$ cat src/hdl/rcf_pkg.sv
// shared types, constants and helpers of the rgb 3x3 convolution filter
package rcf_pkg;

   localparam int MAX_WIDTH   = 1024;
   localparam int MAX_HEIGHT  = 4096;
   localparam int KERNEL_SIZE = 3;
   localparam int TAPS        = KERNEL_SIZE * KERNEL_SIZE;
   localparam int CHANNELS    = 3;

   localparam int ADDR_W = $clog2(MAX_WIDTH);
   localparam int COL_W  = ADDR_W;
   localparam int ROW_W  = $clog2(MAX_HEIGHT);
   localparam int WID_W  = ADDR_W + 1;
   localparam int HGT_W  = ROW_W + 1;
   localparam int HELD_W = WID_W;

   localparam int CHAN_W   = 8;
   localparam int PIX_W    = CHANNELS * CHAN_W;
   localparam int ENTRY_W  = 2 * PIX_W;
   localparam int COEF_W   = 16;
   localparam int KROW_W   = KERNEL_SIZE * COEF_W;
   localparam int PROD_W   = 24;
   localparam int ROWSUM_W = 26;
   localparam int SUM_W    = 28;

   localparam int ROUND_SHIFT = 10;
   localparam int CHAN_MAX    = (1 << CHAN_W) - 1;

   localparam int CSR_W     = KROW_W;
   localparam int CSR_IDX_W = 3;

   localparam logic [CSR_IDX_W-1:0] CSR_KERNEL_TOP    = 3'd0;
   localparam logic [CSR_IDX_W-1:0] CSR_KERNEL_MIDDLE = 3'd1;
   localparam logic [CSR_IDX_W-1:0] CSR_KERNEL_BOTTOM = 3'd2;
   localparam logic [CSR_IDX_W-1:0] CSR_IMAGE_WIDTH   = 3'd3;
   localparam logic [CSR_IDX_W-1:0] CSR_IMAGE_HEIGHT  = 3'd4;

   localparam logic [KROW_W-1:0] KERNEL_TOP_RESET    = 48'h0;
   localparam logic [KROW_W-1:0] KERNEL_MIDDLE_RESET = 48'h0000_0400_0000;
   localparam logic [KROW_W-1:0] KERNEL_BOTTOM_RESET = 48'h0;
   localparam logic [WID_W-1:0]  WIDTH_RESET  = 11'd640;
   localparam logic [HGT_W-1:0]  HEIGHT_RESET = 13'd480;

   localparam logic REQ_PIXEL = 1'b0;
   localparam logic REQ_DRAIN = 1'b1;

   localparam int Q_DEPTH = 2;
   localparam int Q_PTR_W = $clog2(Q_DEPTH);
   localparam int Q_CNT_W = $clog2(Q_DEPTH + 1);

   typedef enum logic [1:0] {
      OP_NONE,
      OP_PASS_WIN,
      OP_FILTER,
      OP_DRAIN
   } op_type;

   typedef enum logic {
      KIND_PASS,
      KIND_FILTER
   } kind_type;

   typedef struct packed {
      logic              req_type;
      logic [CHAN_W-1:0] red_in;
      logic [CHAN_W-1:0] green_in;
      logic [CHAN_W-1:0] blue_in;
   } req_beat_type;

   typedef struct packed {
      logic [CHAN_W-1:0] red_out;
      logic [CHAN_W-1:0] green_out;
      logic [CHAN_W-1:0] blue_out;
      logic              frame_last;
   } rsp_beat_type;

   typedef struct packed {
      op_type            op;
      logic [PIX_W-1:0]  pix;
      logic [ADDR_W-1:0] addr;
      logic              sel_older;
      logic              last;
   } item_type;

   typedef struct packed {
      logic             restart;
      logic [WID_W-1:0] width;
      logic [HGT_W-1:0] height;
   } geom_type;

   typedef struct packed {
      logic [KROW_W-1:0] top;
      logic [KROW_W-1:0] middle;
      logic [KROW_W-1:0] bottom;
   } kernel_type;

   typedef struct packed {
      logic full;
      logic empty;
   } fifo_stat_type;

   function automatic logic [CHAN_W-1:0] round_sat(input logic signed [SUM_W-1:0] sum);
      logic [SUM_W-1:0] v;
      v = SUM_W'(sum) + SUM_W'(1 << (ROUND_SHIFT - 1));
      v = v >> ROUND_SHIFT;
      if (sum <= 0) begin
         round_sat = '0;
      end else if (v > SUM_W'(CHAN_MAX)) begin
         round_sat = CHAN_W'(CHAN_MAX);
      end else begin
         round_sat = v[CHAN_W-1:0];
      end
   endfunction

endpackage

$ cat src/hdl/rcf_fifo.sv
// short queue of classified beats between front and back
module rcf_fifo (
   input  logic                   clock,
   input  logic                   reset,
   input  logic                   push,
   input  rcf_pkg::item_type      push_item,
   input  logic                   pop,
   output rcf_pkg::item_type      head_item,
   output rcf_pkg::fifo_stat_type q_stat
);
   import rcf_pkg::*;

   item_type           slot_ff [Q_DEPTH];
   logic [Q_PTR_W-1:0] wr_ptr_ff, wr_ptr_in, rd_ptr_ff, rd_ptr_in;
   logic [Q_CNT_W-1:0] count_ff, count_in;

   function automatic logic [Q_PTR_W-1:0] next_ptr(input logic [Q_PTR_W-1:0] p);
      next_ptr = (p == Q_PTR_W'(Q_DEPTH - 1)) ? '0 : p + Q_PTR_W'(1);
   endfunction

   always_ff @(posedge clock) begin
      if (reset) begin
         wr_ptr_ff <= '0;
         rd_ptr_ff <= '0;
         count_ff  <= '0;
      end else begin
         wr_ptr_ff <= wr_ptr_in;
         rd_ptr_ff <= rd_ptr_in;
         count_ff  <= count_in;
      end
      if (push) begin
         slot_ff[wr_ptr_ff] <= push_item;
      end
   end

   always_comb begin
      wr_ptr_in = push ? next_ptr(wr_ptr_ff) : wr_ptr_ff;
      rd_ptr_in = pop ? next_ptr(rd_ptr_ff) : rd_ptr_ff;
      count_in  = count_ff + Q_CNT_W'(push) - Q_CNT_W'(pop);
      q_stat.full  = count_ff == Q_CNT_W'(Q_DEPTH);
      q_stat.empty = count_ff == '0;
      head_item    = slot_ff[rd_ptr_ff];
   end

endmodule

$ cat config.mk
export PLATFORM = sky130hd
export DESIGN_NAME = rcf_fifo
export DESIGN_NICKNAME = d
export VERILOG_FILES = /design/src/hdl/rcf_pkg.sv /design/src/hdl/rcf_fifo.sv
export SDC_FILE = /design/constraint.sdc
export NUM_CORES = 1
export LEC_CHECK = 0
export BUFFER_PORTS_ARGS = -buffer_cell sky130_fd_sc_hd__buf_2
export CORE_AREA = 2 2 103 105
export CTS_BUF_LIST = sky130_fd_sc_hd__clkbuf_16
export CTS_CLUSTER_SIZE = 12
export DETAILED_ROUTE_END_ITERATION = 16
export DIE_AREA = 0 0 105 107
export GPL_TIMING_DRIVEN = 0
export PLACE_DENSITY = 0.48
export SETUP_SLACK_MARGIN = 0.05
export SYNTH_ARGS = -nofsm -noshare
export SYNTH_HDL_FRONTEND = slang
export SYNTH_SLANG_ARGS = --single-unit
$ cat constraint.sdc
create_clock -name clock -period 7.3 [get_ports clock]
set_clock_uncertainty 0.2 [all_clocks]
set_input_delay 0.365 -clock clock [delete_from_list [all_inputs] [get_ports clock]]
set_output_delay 0.365 -clock clock [all_outputs]
set_load 0.02 [all_outputs]
# == Word level (Yosys, flattened, before mapping) ==
# Memory sizes are Yosys's and may differ from the RTL's. A register that Yosys moved wholly into a read port is not among the register bits.
# Index checks and enable logic that the tools add are counted.
# word_totals
register_bits,4
rom_bits,0
n_memories,1
latch_bits,0
mem_bits_rw,76
inputBits,42
# mem_list
memory,words,width,rd,rd_clocked_by_memory_dff,write_ports,line_no,text
slot_ff,2,38,1,1,1,rcf_fifo.sv:13,item_type slot_ff [Q_DEPTH];
# op_classes
order_cmp,0
n_addsub,4
div,0
shift,0
reduce_logical,1
n_bitwise,0
n_mul,0
n_mux,6
n_eq_ne,1
# ops
operator,count
2-to-1 mux 1 bit,6
adder 1 bit (second input constant),2
adder 2 x 1 -> 2 bit,1
== test 2 bit (second input constant),1
logical NOT 2 bit,1
subtractor 2 x 1 -> 2 bit,1

# == Longest topological paths before layout ==
# depth
word_depth,4
depth_mapped,6
mapped_depth_nobuf,6

# == Worst setup path before layout ==
# No wires, ideal clock.
# synth_timing
path_kind,input -> register
from,in push
to,"mem slot_ff[0][0] (netlist bit), enable pin"
path_slack_ns,4.593
path_buffers,0
setup_ns,0.438
arrival_ns,2.069
required_time_ns,6.662
path_stages,1
path_cell_list,nor2b_1
# synth_via
elab_chain_cells,2
# synth_rtl
element,line_no,text
"start, declared",rcf_fifo.sv:5,"input logic push,"
2-to-1 mux 1 bit,rcf_fifo.sv:31,if (push) begin
2-to-1 mux 1 bit (not written as such),rcf_fifo.sv:32,slot_ff[wr_ptr_ff] <= push_item;
"end, declared",rcf_fifo.sv:13,
# No other way between the ends.

==> impl_results.md <==
* Outcome: complete, no violations
* Peak supply drop at 0.128 mV
* Placed insts at 358
* #FFs+latches synth at 81
* RSZ-0062 raised after global routing: false
* Final Cycle Share at 28.4%
* WP data required at 6.73 ns
* Post-Synth Simple-Gate Area at 1.44%
* Final wirelength at 5260 um
* Worst setup margin at 5.23 ns
* Post-Synth Adder-Cell Area at 0.823%
* Post-CTS Hold Buffers at 0
* Crit path kind: reg -> out
* Fin nets at 278
* Main combinational cell family by area after synthesis: multiplexers
* Die footprint at 0.0112 mm2
* Htree depth at 3
* Slew @ Worst Pin at 0.571 ns
* Wire length on met3 at 286 um
* Routed WL per cell at 14.1 um
* Clock transition at path regs at 0.06 ns
* CP most frequent cell: buf_6
* Syn_area_per_cell at 21.9 um2
* DR vias/cell at 4.10
* Initial antenna violation count at 0
* First-pass GRT wire length at 8070 um
* Die height at 107 um
* Delay-heaviest family, CP: buffers and inverters
* Post-synthesis sequential area ratio at 78.4%
* Global route total overflow at 0
* RD Place Congestion at 0.628
* Setup TNS at 0 ns
* N_diodes at 0
* DRC Markers at 0
* Top cells by area, synth: edfxtp_1 (75%), mux2_4 (9.9%), mux2_2 (6.7%)
* Longest Clk Path Bufs at 2
* CTS tree: yes
* CP max-delay cell: dfxtp_1
* Port buffer count at 81
* Final Instance Count excl. Fillers at 373
* Post-Syn Nets at 183
* ANT nets after route at 0
* Detailed Place HPWL at 3460 um
* Lkg Pwr at 1.57 nW
* Setup slack at placement at 5.46 ns
* Mux contribution to synthesized area at 16.5%
* Clk_lat worst skew at 0.32 ns
* Gate Count Post-Synth at 139
* Die width at 105 um
* Initial DRC Count at 81
* Row count at 37
* Area grow syn2layout at 32.5%
* Post-synth top area share at 75.1%
* Worst path bufs/invs at 3
* Max Fclk at 483 MHz
* TritonCTS Buffers at 9
* Crit. End Element: primary output
* Pwr Density at 308 mW/mm2
* Synth Area in XOR/XNOR at 1.32%
* Number of I/O pins at 82
* Min cycle time layout at 2.07 ns
* Crit-path cells: buf_6 > buf_6 > mux2_4 > buf_2
* Fin util at 39.9%
* Yosys warnings at 0
* Clock root buffer: clkbuf_16
* Area leader, netlist: edfxtp_1
* Endpoints failing setup at 0
* Layout cell share with drive strength beyond 1 at 59.5%
* Resize count post-CTS at 0
* Metal-1 WL at 2380 um
* Top Layer Used: met4
* Max_cap viols at 0
* Initial Util at 30.1%
* Gr usage total at 9.93%
* Pre-antenna DRT Iters at 4
* CP max stage delay at 0.33 ns
* Pwr Total at 1.24 mW
* Fin area at 0.00403 mm2
* Rel. slew slack at 61.9%
* Worst hold slack at 0.0227 ns
* Via count at 1529
* Synth Cell Area at 0.00304 mm2
* Post-synthesis compound-gate area fraction at 0%
* Vias in the first global route at 1535
* CP Launch Type: register
* Worst-path fanout max at 10
* Clock sink total at 81
* Hold Fails Final Rpt at 0
* Detail Route met2 WL at 2510 um
* Placed Area at 0.00366 mm2
* Worst EP arrival at 1.51 ns
* Worst Hold Class: in -> reg
* Slew Limit Fails at 0
* Core box area at 0.0101 mm2
* Largest net degree at the start of global routing at 25
* Netlist cell types at 13
* Postcts setup bufs at 0
[logic make-up after synthesis]
family / count (synthesis)
DFF: 81
muxes: 38
and+or+nand+nor: 9
buffers and inverters: 6
xor gates and xnor gates: 3
adders and majority gates: 2
[sequential cells by signal, indices dropped and copies added, names as in the netlist, named ones only]
signal and flops:
wr_ptr_ff 1, count_ff 2, rd_ptr_ff 1, slot_ff 76
[cells in the mapped netlist]
cell type  instances
buf_6              3
dfxtp_1            5
ha_1               2
inv_1              2
xnor2_1            2
mux2_2            18
buf_2              1
nor2b_1            3
and2_1             1
xnor3_1            1
nor2_1             5
mux2_4            20
edfxtp_1          76
[cell type report]
| cell class | count | area, um2 |
|---|---|---|
| inverter | 2 | 7.51 |
| clock inverter | 5 | 129 |
| sequential | 81 | 2380 |
| multi-input combinational | 52 | 621 |
| buffer | 4 | 38.8 |
| clock buffer | 9 | 225 |
| tap | 136 | 170 |
| timing repair buffer | 84 | 455 |
| fill | 974 | 6060 |
[placed cells by master, fill, tap and decap left out, drive strengths merged]
cell type	instances
and2	1
buf	87
bufinv	4
clkbuf	9
dfxtp	5
dlygate4sd3	1
edfxtp	76
ha	2
inv	3
mux2	38
nor2	5
nor2b	3
xnor2	2
xnor3	1
[where the power goes]
part	switching [mW]	leakage, nW	internal (mW)	total [mW]
Sequential	0.00810	0.755	0.542	0.550
Combinational	0.0841	0.648	0.0720	0.156
Clock	0.169	0.172	0.366	0.535
Total	0.261	1.57	0.980	1.24
[metal layers]
layer / global-route usage, % / up-vias
li1: - / 725
met4: 4.00 / 0
met2: 15.0 / 48
met1: 12.2 / 750
met5: 0 / -
met3: 4.86 / 6
[final timing paths]
check                             startpoint            end  slack (ns)  cells after the start
worst max-delay path                register  head_item[28]        5.23                      4
worst min register to register     rd_ptr_ff      rd_ptr_ff        0.31                      2
worst min-delay path            push_item[1]  slot_ff[1][1]        0.02                      1
worst max register to register     wr_ptr_ff  slot_ff[1][4]        5.69                      2
No activity file was read; power rests on OpenSTA's default activity.
