[config.mk]
export PLATFORM = sky130hd
export DESIGN_NAME = rcf_front
export DESIGN_NICKNAME = d
export VERILOG_FILES = /design/src/hdl/rcf_pkg.sv /design/src/hdl/rcf_front.sv
export SDC_FILE = /design/constraint.sdc
export NUM_CORES = 1
export LEC_CHECK = 0
export ABC_AREA = 1
export BUFFER_PORTS_ARGS = -buffer_cell sky130_fd_sc_hd__buf_4
export CORE_UTILIZATION = 52
export CTS_CLUSTER_SIZE = 40
export DETAILED_ROUTE_END_ITERATION = 6
export PLACE_DENSITY_LB_ADDON = 0.05
export RECOVER_POWER = 100
export SLEW_MARGIN = 15
export SYNTH_ARGS = -nofsm -noshare
export SYNTH_HDL_FRONTEND = slang
export SYNTH_SLANG_ARGS = --single-unit
[constraint.sdc]
create_clock -name clock -period 4.4 [get_ports clock]
set_input_delay 0.88 -clock clock [delete_from_list [all_inputs] [get_ports clock]]
set_output_delay 0.88 -clock clock [all_outputs]
set_load 0.005 [all_outputs]
[src/hdl/rcf_pkg.sv]
// shared types, constants and helpers of the rgb 3x3 convolution filter
package rcf_pkg;

   localparam int MAX_WIDTH   = 1024;
   localparam int MAX_HEIGHT  = 4096;
   localparam int KERNEL_SIZE = 3;
   localparam int TAPS        = KERNEL_SIZE * KERNEL_SIZE;
   localparam int CHANNELS    = 3;

   localparam int ADDR_W = $clog2(MAX_WIDTH);
   localparam int COL_W  = ADDR_W;
   localparam int ROW_W  = $clog2(MAX_HEIGHT);
   localparam int WID_W  = ADDR_W + 1;
   localparam int HGT_W  = ROW_W + 1;
   localparam int HELD_W = WID_W;

   localparam int CHAN_W   = 8;
   localparam int PIX_W    = CHANNELS * CHAN_W;
   localparam int ENTRY_W  = 2 * PIX_W;
   localparam int COEF_W   = 16;
   localparam int KROW_W   = KERNEL_SIZE * COEF_W;
   localparam int PROD_W   = 24;
   localparam int ROWSUM_W = 26;
   localparam int SUM_W    = 28;

   localparam int ROUND_SHIFT = 10;
   localparam int CHAN_MAX    = (1 << CHAN_W) - 1;

   localparam int CSR_W     = KROW_W;
   localparam int CSR_IDX_W = 3;

   localparam logic [CSR_IDX_W-1:0] CSR_KERNEL_TOP    = 3'd0;
   localparam logic [CSR_IDX_W-1:0] CSR_KERNEL_MIDDLE = 3'd1;
   localparam logic [CSR_IDX_W-1:0] CSR_KERNEL_BOTTOM = 3'd2;
   localparam logic [CSR_IDX_W-1:0] CSR_IMAGE_WIDTH   = 3'd3;
   localparam logic [CSR_IDX_W-1:0] CSR_IMAGE_HEIGHT  = 3'd4;

   localparam logic [KROW_W-1:0] KERNEL_TOP_RESET    = 48'h0;
   localparam logic [KROW_W-1:0] KERNEL_MIDDLE_RESET = 48'h0000_0400_0000;
   localparam logic [KROW_W-1:0] KERNEL_BOTTOM_RESET = 48'h0;
   localparam logic [WID_W-1:0]  WIDTH_RESET  = 11'd640;
   localparam logic [HGT_W-1:0]  HEIGHT_RESET = 13'd480;

   localparam logic REQ_PIXEL = 1'b0;
   localparam logic REQ_DRAIN = 1'b1;

   localparam int Q_DEPTH = 2;
   localparam int Q_PTR_W = $clog2(Q_DEPTH);
   localparam int Q_CNT_W = $clog2(Q_DEPTH + 1);

   typedef enum logic [1:0] {
      OP_NONE,
      OP_PASS_WIN,
      OP_FILTER,
      OP_DRAIN
   } op_type;

   typedef enum logic {
      KIND_PASS,
      KIND_FILTER
   } kind_type;

   typedef struct packed {
      logic              req_type;
      logic [CHAN_W-1:0] red_in;
      logic [CHAN_W-1:0] green_in;
      logic [CHAN_W-1:0] blue_in;
   } req_beat_type;

   typedef struct packed {
      logic [CHAN_W-1:0] red_out;
      logic [CHAN_W-1:0] green_out;
      logic [CHAN_W-1:0] blue_out;
      logic              frame_last;
   } rsp_beat_type;

   typedef struct packed {
      op_type            op;
      logic [PIX_W-1:0]  pix;
      logic [ADDR_W-1:0] addr;
      logic              sel_older;
      logic              last;
   } item_type;

   typedef struct packed {
      logic             restart;
      logic [WID_W-1:0] width;
      logic [HGT_W-1:0] height;
   } geom_type;

   typedef struct packed {
      logic [KROW_W-1:0] top;
      logic [KROW_W-1:0] middle;
      logic [KROW_W-1:0] bottom;
   } kernel_type;

   typedef struct packed {
      logic full;
      logic empty;
   } fifo_stat_type;

   function automatic logic [CHAN_W-1:0] round_sat(input logic signed [SUM_W-1:0] sum);
      logic [SUM_W-1:0] v;
      v = SUM_W'(sum) + SUM_W'(1 << (ROUND_SHIFT - 1));
      v = v >> ROUND_SHIFT;
      if (sum <= 0) begin
         round_sat = '0;
      end else if (v > SUM_W'(CHAN_MAX)) begin
         round_sat = CHAN_W'(CHAN_MAX);
      end else begin
         round_sat = v[CHAN_W-1:0];
      end
   endfunction

endpackage

[src/hdl/rcf_front.sv]
// front end: tracks frame position and held count, classifies each beat
module rcf_front (
   input  logic                  clock,
   input  logic                  reset,
   input  logic                  req_valid,
   output logic                  req_ready,
   input  rcf_pkg::req_beat_type req_data,
   input  rcf_pkg::geom_type     geom,
   input  rcf_pkg::fifo_stat_type q_stat,
   output logic                  push_valid,
   output rcf_pkg::item_type     push_item
);
   import rcf_pkg::*;

   logic [COL_W-1:0]  col_ff, col_in;
   logic [ROW_W-1:0]  row_ff, row_in;
   logic [HELD_W-1:0] held_ff, held_in;

   logic              accept, at_start, is_drain, drain_ok, emit, border;
   logic [COL_W-1:0]  c0;
   logic [HELD_W-1:0] h0;
   logic [WID_W-1:0]  c1;
   logic [HGT_W-1:0]  r1;
   logic [WID_W-1:0]  drain_addr;

   always_ff @(posedge clock) begin
      if (reset) begin
         col_ff  <= '0;
         row_ff  <= '0;
         held_ff <= '0;
      end else begin
         col_ff  <= col_in;
         row_ff  <= row_in;
         held_ff <= held_in;
      end
   end

   always_comb begin
      req_ready = !q_stat.full;
      accept    = req_valid && !q_stat.full;
      at_start  = (row_ff == '0) && (col_ff == '0);
      is_drain  = (req_data.req_type == REQ_DRAIN);
      drain_ok  = at_start && (held_ff != '0);

      c0 = ({1'b0, col_ff} >= geom.width) ? '0 : col_ff;
      h0 = at_start ? '0 : held_ff;
      emit   = {1'b0, h0} >= ({1'b0, geom.width} + (WID_W + 1)'(1));
      border = (row_ff == ROW_W'(1)) || (c0 == COL_W'(1)) || ({1'b0, row_ff} >= geom.height);
      c1 = {1'b0, c0} + WID_W'(1);
      r1 = {1'b0, row_ff} + HGT_W'(1);

      if (HELD_W'(held_ff) > geom.width) begin
         drain_addr = geom.width - WID_W'(1);
      end else begin
         drain_addr = geom.width - held_ff;
      end

      push_item.pix       = {req_data.red_in, req_data.green_in, req_data.blue_in};
      push_item.sel_older = held_ff > geom.width;
      push_item.last      = held_ff == HELD_W'(1);
      push_item.addr      = is_drain ? drain_addr[ADDR_W-1:0] : c0;
      if (is_drain) begin
         push_item.op = OP_DRAIN;
      end else if (!emit) begin
         push_item.op = OP_NONE;
      end else if (c0 == '0 || border) begin
         push_item.op = OP_PASS_WIN;
      end else begin
         push_item.op = OP_FILTER;
      end

      push_valid = accept && (!is_drain || drain_ok);

      col_in  = col_ff;
      row_in  = row_ff;
      held_in = held_ff;
      if (geom.restart) begin
         col_in  = '0;
         row_in  = '0;
         held_in = '0;
      end else if (accept && is_drain) begin
         if (drain_ok) begin
            held_in = held_ff - HELD_W'(1);
         end
      end else if (accept) begin
         held_in = emit ? h0 : h0 + HELD_W'(1);
         if (c1 >= geom.width) begin
            col_in = '0;
            row_in = (r1 >= geom.height) ? '0 : r1[ROW_W-1:0];
         end else begin
            col_in = c1[COL_W-1:0];
         end
      end
   end

endmodule

After elaboration in Yosys (flattened, before gate mapping)
Cells that the tools add are included.
W data, S select, Z words.
- mux-type cells: 13
- add/sub/neg operators: 7
- eq/ne operators: 4
- $lt $le $gt $ge: 6
- bitwise gates (word level): 1
- reduce and logical (&&, ||, !) cells: 20
- operators with widths (operator ; count):
    $mux W11 ; 5
    $mux W10 ; 4
    $logic_not A10 Y1 ; 2
    $add A12 B1 Y13 const B ; 1
    $ge A12 B13 Y1 ; 1
    $ge A13 B13 Y1 ; 1
    $add A11 B1 Y12 const B ; 1
    $eq A12 B1 Y1 const B ; 1
    $ge A11 B12 Y1 ; 1
    $logic_not A12 Y1 ; 1
    $mux W12 ; 1
    $add A10 B1 Y11 const B ; 1
    $add A11 B1 Y11 const B ; 1
    $eq A11 B1 Y1 const B ; 1
    $ge A10 B11 Y1 ; 1
    $ge A11 B11 Y1 ; 1
    $gt A11 B11 Y1 ; 1
    $reduce_bool A11 Y1 ; 1
    $sub A11 B1 Y11 const B ; 1
    $eq A10 B1 Y1 const B ; 1
    $sub A10 B1 Y10 const B ; 1
    $sub A10 B10 Y10 ; 1
    $mux W2 ; 3
    $logic_and A1 B1 Y1 ; 5
    8 further kinds ; 13
- output and inout bits: 40
- input port bits: 55
- register bits after elaboration: 33
- logic and storage cells: 54

Longest topological paths before layout
Gate-level depths: netlist of the first run.
- depth in word-level cells: 9
- gate-level depth with buffers: 26
- gate-level depth less buffers: 25

Least setup slack after synthesis of the first run
OpenSTA, ideal clock, no wires.
- kind: input port to output port
- from: input geom[21] (netlist name)
- to: output push_item[10] (netlist name)
- path buffers: 1
- path slack: 0.051 ns
- stages on the path: 23
- data arrival time: 3.469 ns
- data required time: 3.520 ns
- path through: inv_1 > ha_1 > nand2_1 > nor2_1 > nand3_1 > o2111ai_1 > nand2_1 > clkbuf_1 > nand2_1 > ha_1 > fa_1 > inv_1 > nand3_1 > nand2_1 > nand2_1 > nand2_1 > a21oi_1 > nor2_1 > o21ai_0 > nand2_1 > nor2_1 > nand3b_1 > o21ai_0
- RTL lines (item ; RTL line ; source):
    start, declared ; rcf_front.sv:8 ; input rcf_pkg::geom_type geom,
    end, declared ; rcf_front.sv:11 ; output rcf_pkg::item_type push_item

==> summary.md, run 1 <==
| Metric | Value |
|---|---|
| Outcome | complete, but fails checks |
| Failing checks | negative setup slack |
| Core ar. | 9370 µm² |
| DIE AREA | 10200 µm² |
| Root Buffer | clkbuf_8 |
| DRC | 0 |
| First-pass GRT wire length | 24.7 mm |
| Total track usage | 0.307 |
| Port buffer count | 45 |
| HP Start | col_ff[0] |
| Post-layout min period | 4410 ps |
| Hold bufs inserted after CTS | 0 |
| Reg-to-reg endpoint | col_ff[6] |
| Row count | 35 |
| Fillers | 879 |
| Total of max-cap violations | 0 |
| FF+latch area | 661 µm² |
| Simple-gate portion of the synthesized area | 0.331 |
| Starting DRT DRC Count | 212 |
| Post-Synth XOR/XNOR Area | 0.0563 |
| Slowest cell on the critical path | fa_2 |
| Share of cells above drive strength 1 | 0.261 |
| Nets@finish | 1050 |
| Yosys top cell by area | ha_1 |
| CTS Buf Count | 5 |
| Post-route clock period utilization | 1.00 |
| Final Hold Viols | 0 |
| Initial Util | 0.546 |
| DP HPWL | 12.1 mm |
| Compound-cell area share of the yosys netlist | 0.128 |
| Comb power frac | 0.403 |
| Switching pwr | 348 µW |
| Largest cells by area after synthesis | ha_1 21%, nand2_1 15%, dfxtp_1 13% |
| Crit Path Max Fanout | 4 |
| Clock skew | 12.3 ps |
| Internal power | 604 µW |
| Clock Sinks | 33 |
| Post-synth top area share | 0.213 |
| Syn_area_per_cell | 6.31 µm² |
| Max frequency | 227 MHz |
| P per Cell Area | 149 nW/µm² |
| Final cell count without fillers | 1036 |
| Worst path cell trace | buf_4 -> inv_4 -> ha_4 -> a21oi_2 -> o21ai_1 -> nand2_1 -> o2111ai_2 -> nand2_2 -> nand2_2 -> ha_4 -> fa_2 -> inv_2 -> nand3_2 -> nand2_2 -> nand2_2 -> nand2_2 -> a21oi_2 -> nor2_1 -> o21ai_1 -> nand2_1 -> nor2_1 -> nand3b_1 -> o21ai_1 -> buf_4 |
| Pin count of the biggest net entering global routing | 22 |
| ANT cells | 0 |
| Number of global-route vias before repair | 5530 |
| Clock Power Share | 0.270 |
| Register area share after synthesis | 0.129 |
| Distinct cell type count after synthesis | 44 |
| WL/cell | 14.8 µm |
| Dpl cells | 1017 |
| Hold worst-path end | col_ff[0] |
| Worst Hold Class | reg2reg |
| Seq cells post-synth | 33 |
| R2R Setup Slk | 850 ps |
| Total number of vias | 5499 |
| Sw Share | 0.366 |
| Post-synthesis cell area | 5110 µm² |
| DRT antenna net count | 0 |
| Setup-failing EPs final | 1 |
| Multi-input gate area | 4030 µm² |
| Syn Nets | 953 |
| Post-Synth Adder-Cell Area | 0.217 |
| Largest family of logic cells by synthesized area | simple AND/OR/NAND/NOR gates |
| Synth-to-layout area growth | 25.3% |
| EDFF count, synth | 0 |
| Mux share of post-synthesis cell area | 0 |
| RSZ-0062 raised after global routing | true |
| Relative slew slack | 0.467 |
| CTS clock-pin slew for the worst setup and hold paths | 70 ps |
| Delay of the slowest critical-path stage | 330 ps |
| Synth async-reset ratio | 0 |
| Clock Latency Late Sink | 300 ps |
| P_leak | 0.00324 µW |
| Grt total ovfl | 0 |
| # IOs | 95 |
| DR vias/cell | 5.31 |
| Worst hold stages | 2 |
| Chip height | 101 µm |
| Slew Viols, Final | 0 |
| Final WS setup | -13.4 ps |
| Drt total wl | 15.3 mm |
| Gate Count Post-Synth | 810 |
| Reg power frac | 0.327 |
| Main flop type after synthesis | dfxtp_1 |
| Critical Path Start Type | input pin |
| CTS tree | built |
| Placer Congestion | 0.994 |
| Peak supply drop | 0.0954 mV |
| Antenna violations before repair | 0 |
| Die width | 101 µm |
| R2R depth | 25 |
| Worst-Margin Slew | 796 ps |
| DRT Pass-1 Iters | 5 |
| Setup crit end kind | output pin |
| H-Tree Depth | 2 |
| CTS max path bufs | 2 |
| Reg-to-Reg Start | col_ff[4] |
| WP data arrival | 3530 ps |
| Crit path kind | in2out |
| Worst hold slack | 511 ps |
| Warnings from Yosys | 0 |
| Most numerous cell on the critical path | nand2_2 |
| Worst path required time | 3520 ps |
[timing repair]
action                     4_1_cts  5_1_grt
gates resized for setup         32       50
setup endpoints to repair       15       29
buffers inserted                 4        8
pin swaps                       11       28
[layer usage]
layer | track usage | wire length (µm)
met1 | 0.368 | 6470
met2 | 0.559 | 7710
met3 | 0.0414 | 777
met4 | 0.110 | 365
met5 | 0 | 0
[worst max-delay path: cells and delay by family]
kind / cells / cell delay (ps)
buffers and inverters: 4 / 370
and+or+nand+nor: 11 / 980
AOI/OAI and AO/OA: 6 / 580
adders and majority gates: 3 / 700
[synth_stat cells (2+ instances only)]
library cell and n:
dfxtp_1 33, a21oi_1 67, nand2_4 2, nor2_2 3
nor3_1 11, ha_1 87, buf_2 2, nor2_4 3
inv_1 103, nand2_1 199, o22ai_1 2, buf_4 25
inv_2 12, a211oi_1 2, xor2_1 22, xnor2_1 9
nor4_1 2, o21ai_0 35, clkbuf_1 15, nor2_1 75
nand2_2 6, nand3b_1 2, nand3_1 41, nand4_1 18
o211ai_1 4, nor3_4 3, nand3_2 5, o21ai_1 6
[cell usage in the layout, fill, tap and decap left out, types with 3 or more instances in the layout]
| cell type | n |
|---|---|
| nor2_4 | 6 |
| ha_1 | 76 |
| nand3_1 | 39 |
| nor3_4 | 3 |
| buf_4 | 129 |
| clkbuf_8 | 6 |
| o21ai_1 | 16 |
| ha_4 | 10 |
| inv_4 | 5 |
| o21ai_0 | 23 |
| a21oi_2 | 10 |
| inv_1 | 95 |
| xor2_1 | 22 |
| nor3_2 | 3 |
| nand2_4 | 3 |
| nand3_2 | 6 |
| nand2_2 | 19 |
| o211ai_1 | 4 |
| a21oi_1 | 58 |
| nor2_2 | 7 |
| inv_2 | 15 |
| dfxtp_1 | 33 |
| nor3_1 | 9 |
| xnor2_1 | 9 |
| nand4_1 | 18 |
| nand2_1 | 185 |
| nor2_1 | 68 |
[cell type report]
class	count	share of cell area
clock inverter	1	0.00117
timing repair buffer	133	0.158
clock buffer	6	0.0129
tap	129	0.0252
sequential	33	0.103
multi-input combinational	617	0.628
inverter	117	0.0711
[registers in the layout, summed over array words and instances, names as in the netlist]
| register | count |
|---|---|
| row_ff | 12 |
| held_ff | 11 |
| col_ff | 10 |
[through the flow]
step / area, µm² / utilization / power [µW] / worst slack (ps) / setup TNS [ps]
floorplan: 5110 / - / 521 / 50.8 / 0
global placement: 5920 / 0.631 / 642 / -202 / -2580
detailed placement: 5920 / 0.631 / 650 / -376 / -4830
CTS: 6150 / 0.656 / 924 / -58.0 / -58.0
global route: 6410 / 0.684 / 1010 / -238 / -842
finish: 6410 / 0.684 / 952 / -13.4 / -13.4
[how the worst max path moves through the flow]
stage / cells after the start / slack, ps / to / from
6_report: 24 / -10 / push_item[10] / geom[17]
5_1_grt: 21 / -240 / push_item[11] / geom[22]
4_1_cts: 24 / -60 / push_item[10] / geom[14]
3_5_place_dp: 25 / -380 / row_ff[5] / geom[14]
3_3_place_gp: 24 / -200 / push_item[10] / geom[14]
2_1_floorplan: 23 / 50 / push_item[10] / geom[21]
[cells by family after synthesis]
| group | count (synthesis) |
|---|---|
| compound gates | 123 |
| xor+xnor | 32 |
| fa+ha+maj | 88 |
| buf+inv | 160 |
| flops | 33 |
| simple gates | 374 |
[power by group through the flow]
stage	Clock, µW	Combinational, µW	Sequential [µW]
floorplan	0	206	315
global placement	0	325	317
detailed placement	0	333	317
CTS	260	353	311
global route	271	429	312
finish	257	384	311
Note: power is estimated with default switching activity, not from simulation.
==> inputs of run 2 (changes only) <==
- ABC_AREA: 1 -> unset
==> run 2 against run 1 <==
Compared with the run above: the run still ends with negative setup slack left; first-iteration DRC count shrank 27%; die area decreased by 4.3%; clock skew is 0.73 ps lower; critical path type unchanged; critical endpoint unchanged; largest cell class unchanged; largest power group is now registers.
==> summary.md, run 2 <==
| Metric | Value |
|---|---|
| Port buffer count | 45 |
| Grt total ovfl | 0 |
| H-Tree Depth | 2 |
| RSZ-0062 raised after global routing | true |
| Setup TNS Final | -1420 ps |
| Number of global-route vias before repair | 5169 |
| Slowest cell on the critical path | or4_4 |
| Delay of the slowest critical-path stage | 560 ps |
| Gate Count Post-Synth | 646 |
| Placer Congestion | 0.905 |
| ANT cells | 0 |
| Nets@finish | 906 |
| P_leak | 0.00306 µW |
| Failing checks | negative setup slack |
| Post-synthesis cell area | 4890 µm² |
| Drt total wl | 15.9 mm |
| Synth async-reset ratio | 0 |
| Largest cells by area after synthesis | ha_1 22%, dfxtp_1 14%, xnor2_1 4.5% |
| P per Cell Area | 126 nW/µm² |
| Warnings from Yosys | 0 |
| Final Hold Viols | 0 |
| CTS clock-pin slew for the worst setup and hold paths | 80 ps |
| Fillers | 725 |
| Clock Sinks | 33 |
| Crit Path Max Fanout | 2 |
| Worst path required time | 3520 ps |
| Relative slew slack | 0.560 |
| CTS tree | built |
| Top reg by flops | row_ff |
| DRC | 0 |
| Max reg flops | 12 |
| Most frequent cells after synthesis | 87 x ha_1, 57 x nand2_1, 42 x inv_1 |
| R2R depth | 22 |
| Worst-Margin Slew | 657 ps |
| Row count | 35 |
| Distinct cell type count after synthesis | 68 |
| Power Total | 853 µW |
| Synth-to-layout area growth | 38.7% |
| DRT Pass-1 Iters | 4 |
| WL/cell | 18.2 µm |
| Starting DRT DRC Count | 154 |
| # IOs | 95 |
| Reg-to-Reg Start | col_ff[4] |
| Top flop regs | row_ff x12, held_ff x11, col_ff x10 |
| Worst Hold Class | reg2reg |
| Post-route clock period utilization | 1.06 |
| Core ar. | 9200 µm² |
| Crit. Startpoint | geom[14] |
| Register area share after synthesis | 0.135 |
| Slew Viols, Final | 0 |
| Reg-to-reg endpoint | row_ff[5] |
| Peak supply drop | 0.112 mV |
| Clock skew | 11.6 ps |
| Critical Path Start Type | input pin |
| DR vias/cell | 6.08 |
| Crit path kind | in2out |
| EDFF count, synth | 0 |
| First-pass GRT wire length | 24.7 mm |
| Buffers & Inverters on Critical Path | 3 |
| Syn_area_per_cell | 7.57 µm² |
| CTS max path bufs | 2 |
| Syn Nets | 789 |
| Antenna violations before repair | 0 |
| Post-layout min period | 4670 ps |
| Total track usage | 0.317 |
| Total number of vias | 5316 |
| Critical path's top delay family | simple AND/OR/NAND/NOR gates |
| DRT antenna net count | 0 |
| Root Buffer | clkbuf_8 |
| Chip height | 99.0 µm |
| WP data arrival | 3790 ps |
| Max frequency | 214 MHz |
| DIE AREA | 9800 µm² |
| Leading cell type in the layout, fill and taps excluded | buf_4 |
| CTS Buf Count | 5 |
| Critical Path Stages | 18 |
| Setup-failing EPs final | 9 |
| Clock Latency Late Sink | 300 ps |
| Pin count of the biggest net entering global routing | 25 |
| DP HPWL | 11.5 mm |
| Initial Util | 0.532 |
| R2R Setup Slk | 300 ps |
| Post-synth top area share | 0.223 |
| Most frequent cell after synthesis | ha_1 |
| Yosys top cell by area | ha_1 |
| Seq cells post-synth | 33 |
| Total of max-cap violations | 0 |
| Die width | 99.0 µm |
| Final WS setup | -273 ps |
| Critical path destination | push_item[10] |
| Main flop type after synthesis | dfxtp_1 |
| Worst path cell trace | buf_8 -> inv_4 -> ha_4 -> nand2_2 -> or4_4 -> o311ai_4 -> and2_4 -> nand2_4 -> ha_4 -> fa_2 -> nor2b_2 -> o21ai_2 -> a21oi_2 -> o21ai_2 -> a21oi_2 -> xnor2_1 -> mux2i_1 -> buf_4 |
| Most frequent cells in the layout | 132 x buf_4, 63 x ha_1, 45 x nand2_1 |
| Share of cells above drive strength 1 | 0.368 |
| Hold bufs inserted after CTS | 0 |
| DP Worst Slack | -596 ps |
| Setup crit end kind | output pin |
| Outcome | complete, but fails checks |
run 2: cell types whose count changed after synthesis, moves of 9 or more:
cell	change
inv_1	-61
xnor2_1	+16
nor4_1	+9
a21o_1	+10
inv_2	-11
or3_1	+9
nand4_1	-9
nor3_1	+11
nor2_1	-36
a21oi_1	-28
nand2_1	-142
nand3_1	-21
and3_1	+18
run 2: metrics by stage:
step / area (µm²) / std cells / hold slack [ps] / util
4_1_cts: 6370 / 861 / 546 / 0.692
5_1_grt: 6780 / 874 / 584 / 0.738
2_1_floorplan: 4950 / 646 / 468 / -
3_5_place_dp: 5720 / 836 / 519 / 0.622
3_3_place_gp: 5720 / 836 / 511 / 0.622
6_report: 6780 / 874 / 559 / 0.738
run 2: timing repair:
item | in CTS | in global routing
pin swaps | 37 | 44
setup endpoints to repair | 28 | 32
gates resized for setup | 84 | 76
endpoints found under the hold margin | 0 | 0
gates cloned | 0 | 2
setup buffers | 18 | 12
run 2: cell families (layout without fill, tap and decap cells):
kind of cell	count (synthesis)	after routing	share of synthesized area
AO/OA/AOI/OAI	147	147	0.196
XOR/XNOR	40	40	0.0716
adder cells (fa/ha/maj)	88	88	0.227
buffers and inverters	88	204	0.0880
flip-flops	33	33	0.135
multiplexers	9	9	0.0189
AND/OR/NAND/NOR	241	242	0.264
run 2: routing by layer:
layer / GRT usage / wire, µm / vias up
met2: 0.572 / 7800 / 190
li1: - / - / 2572
met1: 0.376 / 6630 / 2504
met4: 0.127 / 497 / 0
met3: 0.0433 / 971 / 50
met5: 0 / 0 / -
run 2: worst min-delay path: stages, from the launching register on:
cell     delay [ps]
dfxtp_1         380
nand2_1          80
a21oi_1          60
run 2: area by class of cell:
class / instances / area [µm²] / share of cell area
clock inverter: 1 / 7.51 / 0.00111
sequential: 33 / 661 / 0.0974
multi-input combinational: 526 / 4460 / 0.657
clock buffer: 6 / 82.6 / 0.0122
inverter: 43 / 186 / 0.0275
tap: 111 / 139 / 0.0205
timing repair buffer: 154 / 1250 / 0.184
run 2: power breakdown:
| part | switching (µW) | total [µW] | internal (µW) |
|---|---|---|---|
| clock | 129 | 253 | 124 |
| sequential | 1.58 | 301 | 300 |
| combinational | 150 | 298 | 148 |
run 2: worst min path at each step:
stage	from	endpoint	slack, ps	depth (start not counted)
6_report	held_ff[10]	held_ff[10]	560	2
5_1_grt	held_ff[10]	held_ff[10]	580	2
4_1_cts	col_ff[1]	col_ff[1]	550	2
3_5_place_dp	held_ff[10]	held_ff[10]	520	2
3_3_place_gp	held_ff[10]	held_ff[10]	510	2
2_1_floorplan	held_ff[10]	held_ff[10]	470	2
==> inputs of run 3 (changes only) <==
- CELL_PAD_IN_SITES_DETAIL_PLACEMENT: unset -> 0
- CELL_PAD_IN_SITES_GLOBAL_PLACEMENT: unset -> 2
- CORE_UTILIZATION: 52 -> 33
- CTS_CLUSTER_SIZE: 40 -> 30
- clock period: 4.4 -> 4.9 ns (I/O delays scaled with it)
==> run 3 against run 2 <==
Compared with the run above: the run still ends with negative setup slack left; die area rose by 56%; clock power rose by 57%; cell area is 5.4% lower; cell count rose by 4.8%; wire length is 6.1% higher; global-route usage shrank 8.9 points; critical path depth grew 1; worst setup slack better by 160 ps; utilization down 29 points; flip-flop and latch count unchanged; power is 8.0% higher; critical endpoint is now push_item[11]; largest cell class unchanged; largest power group is now clock.
==> summary.md, run 3 (synthesis results as in run 2) <==
| Metric | Value |
|---|---|
| Outcome | complete, but fails checks |
| Failing checks | negative setup slack |
| Antenna violations before repair | 0 |
| Number of global-route vias before repair | 4965 |
| P per Cell Area | 143 nW/µm² |
| P_leak | 0.00292 µW |
| Peak supply drop | 0.114 mV |
| Placer Congestion | 0.850 |
| DIE AREA | 15300 µm² |
| RSZ-0062 raised after global routing | true |
| Max frequency | 200 MHz |
| ANT cells | 0 |
| Reg-to-Reg Start | col_ff[6] |
| Total track usage | 0.228 |
| Root Buffer | clkbuf_16 |
| First-pass GRT wire length | 26.3 mm |
| Worst path required time | 3920 ps |
| Row count | 44 |
| Most frequent cells in the layout | 111 x buf_4, 70 x ha_1, 53 x nand2_1 |
| Hold bufs inserted after CTS | 0 |
| Finished Cell Area | 6420 µm² |
| Drt total wl | 16.9 mm |
| Initial Util | 0.338 |
| Total number of vias | 5025 |
| H-Tree Depth | 2 |
| Clock Sinks | 33 |
| Share of cells above drive strength 1 | 0.283 |
| R2R depth | 21 |
| CTS Buf Count | 5 |
| Max reg flops | 12 |
| Core ar. | 14500 µm² |
| DP HPWL | 13.4 mm |
| WL/cell | 18.4 µm |
| Final core utilization | 0.443 |
| CTS tree | built |
| Final Hold Viols | 0 |
| DRC | 0 |
| Slew Viols, Final | 0 |
| Grt total ovfl | 0 |
| Port buffer count | 45 |
| Worst-Margin Slew | 643 ps |
| Critical Path Start Type | input pin |
| Worst Hold Class | reg2reg |
| DRT Pass-1 Iters | 4 |
| # IOs | 95 |
| Total of max-cap violations | 0 |
| Setup crit end kind | output pin |
| Top flop regs | row_ff x12, held_ff x11, col_ff x10 |
| Worst hold stages | 2 |
| Clock Latency Late Sink | 300 ps |
| Pin count of the biggest net entering global routing | 25 |
| R2R Setup Slk | 710 ps |
| HP Start | col_ff[1] |
| Crit path kind | in2out |
| Setup-failing EPs final | 4 |
| Synth-to-layout area growth | 31.2% |
| Crit Path Max Fanout | 3 |
| Starting DRT DRC Count | 251 |
| Final WS setup | -109 ps |
| Hold worst-path end | col_ff[1] |
| Post-placement cell area | 5750 µm² |
| Die width | 124 µm |
| Post-route clock period utilization | 1.02 |
| DRT antenna net count | 0 |
| CTS clock-pin slew for the worst setup and hold paths | 60 ps |
| Chip height | 124 µm |
| Leading cell type in the layout, fill and taps excluded | buf_4 |
| Post-layout min period | 5010 ps |
| Fillers | 1483 |
| Relative slew slack | 0.568 |
| WP data arrival | 4030 ps |
| Clock skew | 5.49 ps |
| Top reg by flops | row_ff |
| CTS max path bufs | 2 |
| Nets@finish | 874 |
| Reg-to-reg endpoint | row_ff[4] |
| DR vias/cell | 5.49 |
[run 3: cell count changes in the layout (fill, tap and decap cells not counted), sizes merged]
| cell | change |
|---|---|
| clkbuf | +1 |
| or2 | -1 |
| bufinv | +1 |
| buf | -32 |
[run 3: layer usage]
layer	routed length (µm)	GRT usage
met5	0	0
met1	8020	0.298
met2	8140	0.383
met3	406	0.0375
met4	308	0.0617
[run 3: power breakdown]
group,internal (µW),switching (µW)
clock,254,144
sequential,269,1.27
combinational,121,131
[run 3: repair_timing]
item,CTS,global route
cloned,0,0
pin swaps,24,23
buffers inserted,6,1
setup endpoints to repair,7,30
gates resized for setup,47,50
[run 3: stage by stage]
step                      setup TNS [ps]  hold WS, ps  power [µW]  std cells  worst slack (ps)
after floorplan                        0          468         403        646              10.6
after global placement             -4840          521         488        902              -332
after detailed placement           -4850          528         490        902              -362
after CTS                          -89.6          539         907        916             -53.0
after global routing               -1000          569         968        916              -265
final                               -227          535         921        916              -109
[run 3: critical path, cell delays in order]
cell	delay, ps
buf_8	80
inv_4	30
ha_4	250
nand4_1	140
or4_4	600
o311ai_4	110
and2_4	230
nand2_4	60
ha_4	160
buf_4	120
buf_4	130
nor2b_4	110
o2111a_2	270
nor2_4	60
a21oi_4	170
a31oi_1	110
xnor2_1	130
a21oi_1	160
buf_4	130
[run 3: cell type report]
type                       count  area [µm²]  share of cell area
clock buffer                   6         139              0.0216
timing repair buffer         123         977               0.152
clock inverter                 2        37.5             0.00585
multi-input combinational    525        4190               0.653
sequential                    33         661               0.103
inverter                      43         181              0.0283
tap                          184         230              0.0359
[run 3: worst max path at each step]
| stage | startpoint | to |
|---|---|---|
| after floorplan | geom[17] | push_item[10] |
| after global routing | geom[19] | push_item[10] |
| final | geom[17] | push_item[11] |
| after CTS | geom[20] | push_item[10] |
| after global placement | geom[17] | push_item[10] |
| after detailed placement | geom[17] | push_item[10] |
